[src/sv/percent_escape_decoder_core_assert.svh]
`ifndef PERCENT_ESCAPE_DECODER_CORE_ASSERT_SVH
`define PERCENT_ESCAPE_DECODER_CORE_ASSERT_SVH

// Same-cycle implication, checked outside reset
`define PED_ASSERT_NOW(label, ante, cons, msg) \
  label: assert property (@(posedge clk) disable iff (!rst_n) (ante) |-> (cons)) \
    else $error(msg);

// Next-cycle implication, checked outside reset
`define PED_ASSERT_NEXT(label, ante, cons, msg) \
  label: assert property (@(posedge clk) disable iff (!rst_n) (ante) |=> (cons)) \
    else $error(msg);

`endif

[src/sv/ped_pkg.sv]
package ped_pkg;

  // Most bytes one request can release
  localparam int MaxOut = 3;
  localparam int CntW   = 2;

  // Group queue between classifier and serializer
  localparam int QDepth = 4;
  localparam int QAw    = 2;
  localparam int QCntW  = 3;

  localparam logic [7:0] ChPlus  = 8'h2B;
  localparam logic [7:0] ChPct   = 8'h25;
  localparam logic [7:0] ChSpace = 8'h20;
  localparam logic [7:0] Ch0     = 8'h30;
  localparam logic [7:0] Ch9     = 8'h39;
  localparam logic [7:0] ChLa    = 8'h61;
  localparam logic [7:0] ChLf    = 8'h66;
  localparam logic [7:0] ChUa    = 8'h41;
  localparam logic [7:0] ChUf    = 8'h46;

  typedef enum logic [1:0] {
    MODE_PLAIN = 2'd0,
    MODE_PCT   = 2'd1,
    MODE_DIGIT = 2'd2
  } mode_t;

  // Decoded bytes released by one request, oldest in slot 0
  typedef struct packed {
    logic [CntW-1:0]        cnt;
    logic [MaxOut-1:0][7:0] data;
    logic                   last;
  } grp_t;

endpackage

[src/sv/ped_front.sv]
module ped_front (
  input  logic          clk,
  input  logic          rst_n,
  input  logic [7:0]    in_byte,
  input  logic          in_last,
  input  logic          fire,
  output ped_pkg::grp_t grp,
  output logic          grp_valid
);
  import ped_pkg::*;

  mode_t       mode_r, mode_nxt, mode_pend;
  logic [7:0]  held_r, held_nxt;
  logic        hex_b, hex_h, do_plain;
  logic [CntW-1:0] n;

  function automatic logic is_hex(input logic [7:0] c);
    is_hex = (c >= Ch0 && c <= Ch9) || (c >= ChLa && c <= ChLf) ||
             (c >= ChUa && c <= ChUf);
  endfunction

  function automatic logic [3:0] hex_val(input logic [7:0] c);
    hex_val = (c <= Ch9) ? c[3:0] : c[3:0] + 4'd9;
  endfunction

  assign hex_b = is_hex(in_byte);
  assign hex_h = is_hex(held_r);

  // Next state: escape tracking, then close out on the last byte
  always_comb begin
    do_plain  = 1'b0;
    mode_pend = MODE_PLAIN;
    held_nxt  = held_r;
    case (mode_r)
      MODE_PCT: begin
        if (hex_b) begin
          mode_pend = MODE_DIGIT;
          held_nxt  = in_byte;
        end else begin
          do_plain = 1'b1;
        end
      end
      MODE_DIGIT: begin
        if (!(hex_b && hex_h)) do_plain = 1'b1;
      end
      default: do_plain = 1'b1;
    endcase
    if (do_plain && in_byte == ChPct) mode_pend = MODE_PCT;
    mode_nxt = mode_pend;
    if (in_last) begin
      mode_nxt = MODE_PLAIN;
      held_nxt = '0;
    end
  end

  // Outputs: collect released bytes in order
  always_comb begin
    n         = '0;
    grp       = '0;
    grp.last  = in_last;
    case (mode_r)
      MODE_PCT: begin
        if (!hex_b) begin
          grp.data[n] = ChPct;
          n = n + 1'b1;
        end
      end
      MODE_DIGIT: begin
        if (hex_b && hex_h) begin
          grp.data[n] = {hex_val(held_r), hex_val(in_byte)};
          n = n + 1'b1;
        end else begin
          grp.data[n] = ChPct;
          n = n + 1'b1;
          grp.data[n] = held_r;
          n = n + 1'b1;
        end
      end
      default: ;
    endcase
    if (do_plain && in_byte != ChPct) begin
      grp.data[n] = (in_byte == ChPlus) ? ChSpace : in_byte;
      n = n + 1'b1;
    end
    // Flush an escape cut short by the end of the string
    if (in_last && mode_pend == MODE_PCT) begin
      grp.data[n] = ChPct;
      n = n + 1'b1;
    end else if (in_last && mode_pend == MODE_DIGIT) begin
      grp.data[n] = ChPct;
      n = n + 1'b1;
      grp.data[n] = in_byte;
      n = n + 1'b1;
    end
    grp.cnt   = n;
    grp_valid = (n != '0);
  end

  // Advance escape state on each accepted request
  always_ff @(posedge clk) begin
    if (!rst_n) begin
      mode_r <= MODE_PLAIN;
      held_r <= '0;
    end else if (fire) begin
      mode_r <= mode_nxt;
      held_r <= held_nxt;
    end
  end

endmodule

[src/sv/ped_queue.sv]
module ped_queue (
  input  logic          clk,
  input  logic          rst_n,
  input  logic          push,
  input  ped_pkg::grp_t wr_data,
  output logic          full,
  input  logic          pop,
  output ped_pkg::grp_t rd_data,
  output logic          empty
);
  import ped_pkg::*;

  grp_t             mem_r [QDepth];
  logic [QAw-1:0]   wr_ptr_r, rd_ptr_r;
  logic [QCntW-1:0] count_r;

  assign full    = (count_r == QCntW'(QDepth));
  assign empty   = (count_r == '0);
  assign rd_data = mem_r[rd_ptr_r];

  // Store groups
  always_ff @(posedge clk) begin
    if (push) mem_r[wr_ptr_r] <= wr_data;
  end

  // Advance pointers and fill count
  always_ff @(posedge clk) begin
    if (!rst_n) begin
      wr_ptr_r <= '0;
      rd_ptr_r <= '0;
      count_r  <= '0;
    end else begin
      if (push) wr_ptr_r <= wr_ptr_r + 1'b1;
      if (pop)  rd_ptr_r <= rd_ptr_r + 1'b1;
      if (push && !pop)      count_r <= count_r + 1'b1;
      else if (pop && !push) count_r <= count_r - 1'b1;
    end
  end

endmodule

[src/sv/ped_back.sv]
module ped_back (
  input  logic          clk,
  input  logic          rst_n,
  input  ped_pkg::grp_t head,
  input  logic          head_empty,
  output logic          head_pop,
  output logic [7:0]    out_byte,
  output logic          out_last,
  output logic          out_empty,
  input  logic          out_pop
);
  import ped_pkg::*;

  logic [CntW-1:0] idx_r;
  logic            at_end;

  assign at_end    = (idx_r == head.cnt - 1'b1);
  assign out_byte  = head.data[idx_r];
  assign out_last  = head.last && at_end;
  assign out_empty = head_empty;
  assign head_pop  = out_pop && !head_empty && at_end;

  // Step through the head group one byte per request
  always_ff @(posedge clk) begin
    if (!rst_n) begin
      idx_r <= '0;
    end else if (out_pop && !head_empty) begin
      idx_r <= at_end ? '0 : idx_r + 1'b1;
    end
  end

endmodule

[src/sv/percent_escape_decoder_core.sv]
// The front works combinationally, the queue registers each released group, and the
// serializer shows the queue head on out_*. A request is accepted every cycle while the
// queue is not full; the serializer hands out one byte per cycle while pop is high, and
// a four-group queue lets the front run ahead while a multi-byte group is served.
// Reset: synchronous active-low rst_n empties the queue and returns to plain text mode.
`include "percent_escape_decoder_core_assert.svh"

module percent_escape_decoder_core (
  input  logic       clk,
  input  logic       rst_n,
  input  logic [7:0] in_byte,
  input  logic       in_last,
  input  logic       push,
  output logic       full,
  output logic [7:0] out_byte,
  output logic       out_last,
  output logic       empty,
  input  logic       pop
);
  import ped_pkg::*;

  grp_t fr_grp, q_head;
  logic fr_valid, fire, q_push, q_full, q_pop, q_empty;

  assign full   = q_full;
  assign fire   = push && !q_full;
  assign q_push = fire && fr_valid;

  // Classify bytes and track escapes
  ped_front u_front (
    .clk      (clk),
    .rst_n    (rst_n),
    .in_byte  (in_byte),
    .in_last  (in_last),
    .fire     (fire),
    .grp      (fr_grp),
    .grp_valid(fr_valid)
  );

  // Hold released groups
  ped_queue u_queue (
    .clk    (clk),
    .rst_n  (rst_n),
    .push   (q_push),
    .wr_data(fr_grp),
    .full   (q_full),
    .pop    (q_pop),
    .rd_data(q_head),
    .empty  (q_empty)
  );

  // Serialize groups onto the result port
  ped_back u_back (
    .clk       (clk),
    .rst_n     (rst_n),
    .head      (q_head),
    .head_empty(q_empty),
    .head_pop  (q_pop),
    .out_byte  (out_byte),
    .out_last  (out_last),
    .out_empty (empty),
    .out_pop   (pop)
  );

  `PED_ASSERT_NOW(a_last_releases, fire && in_last, q_push, "last byte released nothing")
  `PED_ASSERT_NOW(a_grp_nonempty, q_push, fr_grp.cnt != '0, "empty group queued")
  `PED_ASSERT_NOW(a_pop_on_last, q_pop && q_head.last, out_last, "group end lost last flag")
  `PED_ASSERT_NEXT(a_push_not_empty, q_push, !empty, "queued group not visible")

endmodule
[config.mk]
export PLATFORM = sky130hd
export DESIGN_NAME = percent_escape_decoder_core
export DESIGN_NICKNAME = d
export VERILOG_FILES = /design/src/sv/ped_pkg.sv /design/src/sv/ped_front.sv /design/src/sv/ped_queue.sv /design/src/sv/ped_back.sv /design/src/sv/percent_escape_decoder_core.sv
export VERILOG_INCLUDE_DIRS = /design/src /design/src/sv
export SDC_FILE = /design/constraint.sdc
export NUM_CORES = 1
export LEC_CHECK = 0
export ABC_AREA = 0
export BUFFER_PORTS_ARGS = -buffer_cell sky130_fd_sc_hd__buf_2
export CORE_MARGIN = 4
export CORE_UTILIZATION = 40
export CTS_CLUSTER_SIZE = 8
export DETAILED_ROUTE_END_ITERATION = 16
export GPL_TIMING_DRIVEN = 0
export PLACE_DENSITY = 0.56
export SYNTH_ARGS = -nofsm -noshare
export SYNTH_HDL_FRONTEND = slang
export SYNTH_HIERARCHICAL = 1
export SYNTH_SLANG_ARGS = --single-unit
export TNS_END_PERCENT = 5
[constraint.sdc]
create_clock -name clk -period 7.4 [get_ports clk]
set_clock_uncertainty 0.05 [all_clocks]
set_input_delay 1.48 -clock clk [delete_from_list [all_inputs] [get_ports clk]]
set_output_delay 1.48 -clock clk [all_outputs]
set_load 0.02 [all_outputs]
**Word level (Yosys, flattened, before mapping)**

Memory sizes are Yosys's and may differ from the RTL's. A register that Yosys moved wholly into a read port is not among the register bits.
Index checks and enable logic that the tools add are counted.

- $add $sub $neg: 11
- $mul: 0
- Div/mod/pow operators: 0
- Magnitude comparators: 19
- Equal/unequal tests: 9
- Shifts and indexed selects: 0
- Multiplexer cells: 44
- Bitwise operators: 3
- Reduce and logical (&&, ||, !) cells: 35

Operators by type and width:

| cell | count |
|---|---|
| $mux W8 | 11 |
| $mux W24 | 3 |
| $bwmux W24 | 2 |
| $demux W8 S2 | 3 |
| $ge A8 B7 Y1 const B | 4 |
| $le A8 B7 Y1 const B | 4 |
| $mux W2 | 11 |
| $logic_and A1 B1 Y1 | 21 |
| $bmux W8 S2 | 1 |
| $eq A8 B6 Y1 const B | 2 |
| $ge A8 B6 Y1 const B | 2 |
| $le A8 B6 Y1 const B | 2 |
| $pmux W8 S2 | 1 |
| $and A15 B15 Y15 | 1 |
| $not A15 Y15 | 1 |
| $add A2 B1 Y2 const B | 6 |
| $lt A2 B3 Y1 const B | 4 |
| $or A9 B9 Y9 | 1 |
| $add A4 B4 Y4 const B | 2 |
| $mux W4 | 2 |
| $ne A8 B6 Y1 const B | 1 |
| $reduce_bool A2 Y1 | 4 |
| $ge A2 B1 Y1 const B | 3 |
| $mux W3 | 2 |
| 15 further kinds | 27 |

- Flip-flop bits (word level): 19
- Latch bits: 0
- Bits in writable memories: 108
- Memory bits (read-only): 0
- Memories kept: 1

Memory list:

| memory | depth | width | read ports | clocked after Yosys merged registers in | wr ports | RTL line | text |
|---|---|---|---|---|---|---|---|
| u_queue.mem_r | 4 | 27 | 1 | 1 | 1 | ped_queue.sv:13 | `grp_t mem_r [QDepth];` |

**Logic depth before layout (Yosys ltp)**

- Word-level depth: 19
- Gate-level depth with buffers: 22
- Depth with buffers taken out: 22

**By module**

Netlist, hierarchy kept.

By module, submodules not included:

| module | times used | cells each | area an instance (sq um) | seq. area each (sq um) |
|---|---|---|---|---|
| ped_queue | 1 | 184 | 4389.2 | 3423.3 |
| ped_front | 1 | 219 | 1751.7 | 200.2 |
| ped_back | 1 | 44 | 312.8 | 40.0 |
| percent_escape_decoder_core | 1 | 2 | 15.0 | 0.0 |

**Worst setup path after synthesis**

No wires, ideal clock.

- Path kind: in2reg
- From: input in_byte[0]
- To: register u_queue.count_r[2]
- Library setup time: 0.076 ns
- Arrival time: 5.789 ns
- Setup slack: 1.485 ns
- Stages: 22
- Path buffers: 0
- Cell sequence: inv_1 ha_1 nor3b_1 o32a_4 nor3_4 nand3_1 a21oi_2 inv_1 ha_1 a22oi_1 ha_1 o21a_1 a21oi_1 a31oi_1 or2_1 and3b_1 ha_1 inv_1 fa_1 xor2_1 or3_1 a21boi_0

RTL lines:

| what | RTL line | text |
|---|---|---|
| from (decl) | percent_escape_decoder_core.sv:11 | `input logic [7:0] in_byte,` |
| to (signal assigned) | ped_queue.sv:35 | `if (push && !pop) count_r <= count_r + 1'b1;` |
| to (signal assigned) | ped_queue.sv:36 | `else if (pop && !push) count_r <= count_r - 1'b1;` |
| to (decl) | ped_queue.sv:15 | `logic [QCntW-1:0] count_r;` |

==> run metrics <==
run status=completed; Routed WL=approximately 15000 um; Worst slew margin=between 40% and 50%; standard-cell row count=46; Die Span Y=roughly 140 um; H-tree level count=4; post-CTS setup buffer count=0; number of antenna diodes=0; leading post-synthesis cells by cell area=edfxtp_1 50%, mux4_2 7.0%, dfxtp_1 6.5%, ha_1 4.3%, mux4_1 2.8%; Non-Filler Instances=717; startpoint of the lowest-slack register-to-register path=u_front/held_r[0]$_SDFFE_PN0P_; die width=approximately 140 um; length of the first detailed-routing pass in iterations=5; Inserted Clock Buffers=17; largest fanout on the critical path=9; share of synthesized flip-flops with an asynchronous set or reset=0%; maximum operating frequency=between 0.1 and 0.15 GHz; IO Pins=24; Final nets=between 500 and 600; setup repair after global routing missed its margin=no; Hold Violations, Final=0; clock transition at the register clock pins on the worst setup and hold paths after CTS=0.05 ns; wire length of the first global-routing pass=approximately 23000 um; Yosys warnings=6; count of nets left with antenna violations after detail routing=0; cell with the most instances after synthesis=edfxtp_1; initial antenna violation count=0; largest net degree at the start of global routing=28; count of routing violations after the opening detailed-route iteration=between 300 and 400; clock latency at the later pin of the worst-skew pair=a little over 0.4 ns; hold path startpoint=u_queue/count_r[2]$_SDFFE_PN0P_; Max Root-Sink Buffers=2; cells after synthesis=449; P per Cell Area=305 nW/um2; data required time of the critical path=~7.7 ns; number of enable-type register cells in the synthesized netlist=108; drc violations=0; half-perimeter wire length of the detailed placement result=roughly 10000 um; via count of the first global-routing pass=~4000; clock tree sinks=roughly 130; synth cell count leaders=108 x edfxtp_1, 25 x nand2_1, 22 x ha_1, 21 x dfxtp_1, 20 x mux4_2; buffer type at the clock tree root=clkbuf_16; Max-cap violations=0; total non-filler cell area in the finished layout=about 7500 um2; fraction of final layout cells with drive strength greater than 1=about 23%; total instance count after detailed placement=between 600 and 700; Period Utilization, post-route=approximately 91%; last weighted congestion value of the routability-driven placer=0.908; mean instance size in the synthesized netlist=around 14 um2; proportion of synthesized chip area in sequential cells=56.6%; slew at the pin with the worst max-slew slack=around 0.8 ns; area added between synthesis and finish=15.7%; vias after detailed routing=roughly 3900; class of the most critical hold timing path=flip-flop to flip-flop; Primary FF master, synth=edfxtp_1; library cells used by synthesis=74; worst path arrival time=7.00 ns; post-detailed-route wirelength per cell=between 20 and 25 um; cell area after placement=6840 um2; cts-stage hold buffer count=0; total of buffers placed on input and output ports=20; biggest area consumer among synthesized cells=edfxtp_1; crit path launch type=input port; total standard cell area after synthesis=about 6500 um2; core area=between 15000 and 20000 um2; total power of the final layout=around 2300 uW; final critical path time including I/O delays and setup=about 6.7 ns; number of slew-limit violations in the final report=0; kind of critical path=input port to flip-flop; Synth Net Count=between 400 and 500; type of destination of the critical path=flip-flop; CTS tree=yes; GRT Overall Usage=17.0%; count of instances resized after the clock tree is built=0; total of flip-flops plus latches after synthesis=129; starting density of the core=between 40% and 50%; post-DR vias/cell=approximately 5.5; Leak Pwr=between 0.002 and 0.003 uW; number of fill cells=around 1400; Worst setup startpoint=in_byte[0]; die area=18300 um2; Max IR drop VDD=~150 uV; count of endpoints failing setup in the final report=0; global route overflow=0; area share of the largest cell type after synthesis=50.1%
[area by class of cell]
type                            instances  area [um2]  area share (%)
Buffer                                 19         150            2.01
Timing Repair Buffer                   20         100            1.34
Tap cell                              216         270            3.61
Clock buffer                           17         425            5.68
Clock inverter                         15         214            2.86
Inverter                               19        71.3           0.953
Sequential cell                       129        3660            49.0
Multi-Input combinational cell        282        2590            34.6
[metal layers]
metal	up-vias	global-route usage (%)	wire length (um)
met3	19	3.83	542
met2	94	26.4	6870
li1	1842	-	-
met5	-	0	0
met1	1978	24.5	7000
met4	0	4.31	146
[critical path: stages]
cell      delay, ns
buf_2          0.24
inv_1          0.12
ha_1           0.22
nor3b_1        0.15
o32a_4         0.37
nor3_4         0.32
nand3_1        0.20
a21oi_2        0.31
inv_1          0.12
ha_1           0.32
a22oi_1        0.32
ha_1           0.38
o21a_1         0.17
a21oi_1        0.04
a31oi_1        0.48
or2_1          0.17
and3b_1        0.29
ha_1           0.23
inv_1          0.06
fa_1           0.37
xor2_1         0.16
or3_1          0.30
a21boi_0       0.17
[cell families after synthesis]
family	share of synthesized area, %
DFF	56.6
and+or+nand+nor	10.2
AOI/OAI and AO/OA	12.2
buffers and inverters	3.42
muxes	11.4
adders and majority gates	4.56
xor gates and xnor gates	1.62
[placed cells by master (no fill, tap or decap), drive strengths merged, types with 8 or more instances in the layout]
cell type  count
a21oi         16
a22oi         10
and2          21
and3           8
buf           34
clkbuf        22
dfxtp         21
edfxtp       108
ha            22
inv           21
mux2i         10
mux4          27
nand2         25
nor2          10
nor2b         13
o21ai         17
[path summary, 6_finish.rpt]
check / endpoint / cells past startpoint / slack, ns
hold reg to reg: u_queue/count_r[2]$_SDFFE_PN0P_ / 2 / 0.46
hold / removal: u_queue/count_r[2]$_SDFFE_PN0P_ / 2 / 0.46
setup reg to reg: u_queue/count_r[2]$_SDFFE_PN0P_ / 22 / 1.66
setup / recovery: u_queue/count_r[2]$_SDFFE_PN0P_ / 23 / 0.69
[registers in the layout, summed over array words and instances (netlist names), named ones only]
signal,flops
u_queue/wr_ptr_r,2
u_front/mode_r,2
u_back/idx_r,2
u_queue/count_r,3
u_queue/mem_r,108
u_front/held_r,8
u_queue/rd_ptr_r,2
[power breakdown]
part	leakage, uW	internal, uW	switching [uW]
logic	0.00114	221	269
clock network	0.000309	595	303
registers	0.00118	872	26.0
[through the flow]
step / setup TNS, ns / setup slack (ns) / hold WS (ns) / utilization [%]
after floorplan: 0 / 1.49 / 0.422 / -
after global placement: -5.35 / -0.0669 / 0.439 / 43.1
after detailed placement: 0 / 0.266 / 0.456 / 43.1
after CTS: 0 / 0.684 / 0.466 / 47.1
after global routing: 0 / 0.329 / 0.504 / 47.1
final: 0 / 0.686 / 0.461 / 47.1
Note: power is estimated with default switching activity, not from simulation.
